`config.mk`:
```
export PLATFORM = sky130hd
export DESIGN_NAME = bfa_bitmap_ram
export DESIGN_NICKNAME = d
export VERILOG_FILES = /design/src/design/bitmap_frame_allocator_unit_macros.svh /design/src/design/bfa_pkg.sv /design/src/design/bfa_bitmap_ram.sv
export SDC_FILE = /design/constraint.sdc
export NUM_CORES = 2
export LEC_CHECK = 0
export BUFFER_PORTS_ARGS = -buffer_cell sky130_fd_sc_hd__buf_2
export CAP_MARGIN = 5
export CELL_PAD_IN_SITES_DETAIL_PLACEMENT = 0
export CELL_PAD_IN_SITES_GLOBAL_PLACEMENT = 2
export CORE_MARGIN = 8
export CORE_UTILIZATION = 56
export CTS_CLUSTER_SIZE = 24
export DETAILED_ROUTE_END_ITERATION = 7
export PLACE_DENSITY = 0.95
export SLEW_MARGIN = 0
export SYNTH_ARGS = -nofsm -noshare
export SYNTH_HDL_FRONTEND = slang
export SYNTH_SLANG_ARGS = --single-unit
```
`constraint.sdc`:
```
create_clock -name i_clk -period 6.2 [get_ports i_clk]
set_input_delay 0.62 -clock i_clk [delete_from_list [all_inputs] [get_ports i_clk]]
set_output_delay 0.62 -clock i_clk [all_outputs]
set_load 0.02 [all_outputs]
```
`src/design/bitmap_frame_allocator_unit_macros.svh`:
```
// assertion macros shared by the frame allocator rtl
// no dependencies; included by files that carry concurrent assertions
`ifndef BITMAP_FRAME_ALLOCATOR_UNIT_MACROS_SVH
`define BITMAP_FRAME_ALLOCATOR_UNIT_MACROS_SVH

`ifndef NO_ASSERTIONS

// same-cycle implication
`define BFA_ASSERT_IMPLY(label, clk, rst_n, ante, cons) \
    label: assert property (@(posedge clk) disable iff (!(rst_n)) (ante) |-> (cons)) \
        else $error("assertion failed");

// next-cycle implication
`define BFA_ASSERT_NEXT(label, clk, rst_n, ante, cons) \
    label: assert property (@(posedge clk) disable iff (!(rst_n)) (ante) |=> (cons)) \
        else $error("assertion failed");

`else

`define BFA_ASSERT_IMPLY(label, clk, rst_n, ante, cons)
`define BFA_ASSERT_NEXT(label, clk, rst_n, ante, cons)

`endif

`endif

```
`src/design/bfa_pkg.sv`:
```
// shared constants, types and helper functions of the frame allocator
// no dependencies; used by every module of the block
package bfa_pkg;

    // bitmap geometry
    localparam int unsigned WORDS     = 128;
    localparam int unsigned WORD_AW   = 7;
    localparam int unsigned WORD_BITS = 32;
    localparam int unsigned BIT_AW    = 5;
    localparam int unsigned FRAME_W   = WORD_AW + BIT_AW;

    // search tree: groups of words
    localparam int unsigned GRP_SIZE = 8;
    localparam int unsigned GRP_AW   = 3;
    localparam int unsigned GRPS     = WORDS / GRP_SIZE;
    localparam int unsigned GRPS_AW  = WORD_AW - GRP_AW;

    // word limit register
    localparam int unsigned LIMIT_W = 8;
    localparam logic [LIMIT_W-1:0] LIMIT_RESET = 8'd128;

    // transaction kinds
    localparam logic KIND_ALLOC = 1'b0;
    localparam logic KIND_FREE  = 1'b1;

    // result status codes
    localparam logic [1:0] ST_OK      = 2'd0;
    localparam logic [1:0] ST_MAPPED  = 2'd1;
    localparam logic [1:0] ST_NO_FREE = 2'd2;
    localparam logic [1:0] ST_RANGE   = 2'd3;

    // full-flag update after a bitmap write
    typedef struct packed {
        logic               valid;
        logic [WORD_AW-1:0] word;
        logic               full;
    } t_full_upd;

    // index of the lowest clear bit of a word
    function automatic logic [BIT_AW-1:0] lowest_zero(input logic [WORD_BITS-1:0] w);
        logic [WORD_BITS-1:0] oh;
        logic [BIT_AW-1:0]    idx;
        oh  = ~w & (w + WORD_BITS'(1));
        idx = '0;
        for (int i = 0; i < WORD_BITS; i++) begin
            if (oh[i]) begin
                idx = idx | BIT_AW'(i);
            end
        end
        return idx;
    endfunction

endpackage

```
`src/design/bfa_bitmap_ram.sv`:
```
// frame bitmap storage: synchronous ram with registered read and per-word valid bits
// depends on bfa_pkg; words never written since reset read as zero
module bfa_bitmap_ram (
    input  logic                            i_clk,
    input  logic                            i_rst_n,
    input  logic                            i_we,
    input  logic [bfa_pkg::WORD_AW-1:0]     i_waddr,
    input  logic [bfa_pkg::WORD_BITS-1:0]   i_wdata,
    input  logic                            i_re,
    input  logic [bfa_pkg::WORD_AW-1:0]     i_raddr,
    output logic [bfa_pkg::WORD_BITS-1:0]   o_rdata
);

    logic [bfa_pkg::WORD_BITS-1:0] r_mem [bfa_pkg::WORDS];
    logic [bfa_pkg::WORDS-1:0]     r_valid;
    logic [bfa_pkg::WORD_BITS-1:0] r_rdata;
    logic                          r_rd_valid;

    // array write and registered read
    always_ff @(posedge i_clk) begin
        if (i_we) begin
            r_mem[i_waddr] <= i_wdata;
        end
        if (i_re) begin
            r_rdata <= r_mem[i_raddr];
        end
    end

    // written-since-reset flags
    always_ff @(posedge i_clk) begin
        if (!i_rst_n) begin
            r_valid    <= '0;
            r_rd_valid <= 1'b0;
        end else begin
            if (i_we) begin
                r_valid[i_waddr] <= 1'b1;
            end
            if (i_re) begin
                r_rd_valid <= r_valid[i_raddr];
            end
        end
    end

    assign o_rdata = r_rd_valid ? r_rdata : '0;

endmodule

```
==> impl_metrics.ini <==
[worst_setup_path]
worstPathMaxFanout = 77
rrSetupSlack_ps = 3130
crit_top_cell = mux4_2
path_cells = buf_8 > buf_4 > mux4_2 > mux4_2 > o311ai_0 > a31o_2 > a31oi_1
worstSetupEndpointType = register
r2r_start = r_mem[69][26]
critPathKind = primary input to register
slowest_delay_ps = 1110
path_buf_inv = 2
crit_required_ps = 6930
critPathArrivalTime_ps = 4730
slowest_stage = o311ai_0
cpLargestDelayFamily = compound AO/OA/AOI/OAI gates
ff2ff_path_depth = 5
crit_cells = 7
r2r_end = r_rdata[26]
worstSetupStartpointType = primary input
cp-startpoint = i_raddr[1]

[synth]
syn_nets = 6515
synth_seq_cells = 4257
syn_area_um2 = 162000
synth_cell_types = 35
synth_area_leader_cell = edfxtp_1
synth_top_area_share_pct = 76.7
ys_seq_area_share_pct = 78.3
syn_area_per_cell_um2 = 25.0
synth_cells = 6465
ys_warn_count = 0
yosys-top-cells-area = edfxtp_1 77%, mux4_2 19%, dfxtp_1 1.6%

[clocking]
clk_root_buffer_cell = clkbuf_16
ctsLongestPathBuffers = 4
htreeDepth = 5
clkTransAtPathRegs_ps = 60
insertion_delay_ps = 920
cts_hold_buf = 0
cts_buffers = 386
cts_resized = 0
cts_sinks = 4257
post_cts_buffers = 0
cts_tree = built

[routing]
ant_nets = 0
routed_wl_um = 489000
dr.pass1.iters = 8
via_per_inst = 7.58
wl_per_cell_um = 44.5
drtIter0Drc = 16600
vias = 83300
drc_errors = 105

[cells_and_area]
layout_common_cells = 4128 x edfxtp_1, 1375 x mux4_2, 396 x clkbuf_16
drive_gt1_share_pct = 33.8
instances_no_fill = 11000
fin_nets = 6904
area_delta_synth_final_pct = 12.3
mostFrequentLayoutCell = edfxtp_1

[min_path]
worstHoldEndpoint = r_mem[120][8]
min_delay_path_depth = 1
hp-start = i_wdata[8]
hp-class = primary input to register

[timing]
hold_violations = 0
setup_slack_ps = 2200
clock.fmax_mhz = 250
min_period_ps = 4000
worstMarginPinSlew_ps = 1440
max-slew-margin-rel_pct = 3.86
finalSetupTns_ps = 0
finalSetupViolCount = 0
fin_crit_sh_pct = 64.5
slew_viol_final = 0
finalClockSkew_ps = 39.8
rsz0062_at_grt = false

[floorplanning]
dieArea_um2 = 306000
rows = 197
start_util_pct = 56.2
pin_count = 82
coreArea_um2 = 287000
die_y_um = 553
die_w_um = 553

[grt]
grt_usage_pct = 30.9
grt_pass1_wl_um = 660000
grt_max_degree = 115
antenna_found_initial = 77
overflow = 0
grt_pass1_vias = 81800

[pwr]
irDropWorstVdd_uv = 242
leakagePower_nw = 55.9
p_total_mw = 59.3
p_per_area_nw_per_um2 = 327

[place]
gp_congestion = 0.840
portBuffers = 81
dp_cells = 10200
place_ws_ps = 1560
dpl.hpwl_um = 242000

[outcome]
status = finished, violations left
failed_checks = design-rule violations

[run]
drv.max_cap_violation_count = 0
[logic make-up (layout without fill, tap and decap cells)]
| kind of cell | after synthesis | count (layout) | synth area share, % |
|---|---|---|---|
| AOI/OAI and AO/OA | 141 | 141 | 0.651 |
| buffers and inverters | 356 | 1046 | 0.898 |
| DFF | 4257 | 4257 | 78.3 |
| muxes | 1384 | 1384 | 19.2 |
| other | 0 | 62 | 0 |
| and+or+nand+nor | 327 | 327 | 0.884 |
[worst max-delay path by stage]
| stage | slack (ps) | end |
|---|---|---|
| global route | 2280 | r_rdata[22] |
| detailed placement | 1560 | r_rdata[23] |
| CTS | 2420 | r_rdata[22] |
| global placement | 1540 | r_rdata[23] |
| finish | 2200 | r_rd_valid |
| floorplan | 2740 | r_mem[103][0] |
[per-layer routing]
| layer | track usage (%) | up-vias | part of all wire [%] |
|---|---|---|---|
| met2 | 48.7 | 9503 | 47 |
| met3 | 9.87 | 2047 | 15 |
| met5 | 0 | - | 0.074 |
| met1 | 38.2 | 42900 | 31 |
| li1 | - | 28800 | - |
| met4 | 17.5 | 58 | 7.5 |
[through the flow]
stage / hold slack, ps / utilization, % / area (um2)
floorplan: 435 / - / 162000
global placement: 441 / 58.7 / 169000
detailed placement: 449 / 58.7 / 169000
CTS: 7.77 / 63.1 / 181000
global route: 40.7 / 63.1 / 181000
finish: 45.3 / 63.1 / 181000
[report_power, final]
part	switching (mW)	internal (mW)	leakage, nW
registers	0.0893	31.7	38.2
logic	2.00	1.13	11.7
clock network	11.0	13.4	6.06
[final cells by class]
class,instances,area [um2]
repair buffers,351,2990
diodes,62,155
clock inverters,222,2210
multi-input cells,1852,34500
inverters,6,26.3
fillers,16800,106000
flip-flops and latches,4257,127000
well taps,3781,4730
clock buffers,467,10300
[state kept, by name (all words and copies together), names as in the netlist]
signal	count
r_mem	4096
r_rd_valid	1
r_rdata	32
r_valid	128
[synthesized netlist by cell type]
master and instances:
edfxtp_1 4128, mux4_2 1375, clkbuf_1 198, nor2_1 135
dfxtp_1 129, o21a_1 128, nand2_1 115, buf_2 76
buf_1 72, and2_1 32, nand3_1 12, inv_1 6
mux2_2 6, nand3b_1 5, nand4_1 5, nand4b_1 5
nor2b_1 5, nor3_1 4, buf_4 3, mux2i_1 3
o21ai_0 3, a31oi_1 2, nand2b_1 2, nor4_1 2
o211ai_1 2, o22ai_1 2, or3b_2 2, a31o_2 1
a32oi_1 1, and3_1 1, buf_6 1, o311ai_0 1
o32a_1 1, or3_1 1, or4b_2 1
(Power assumes the default switching activity.)
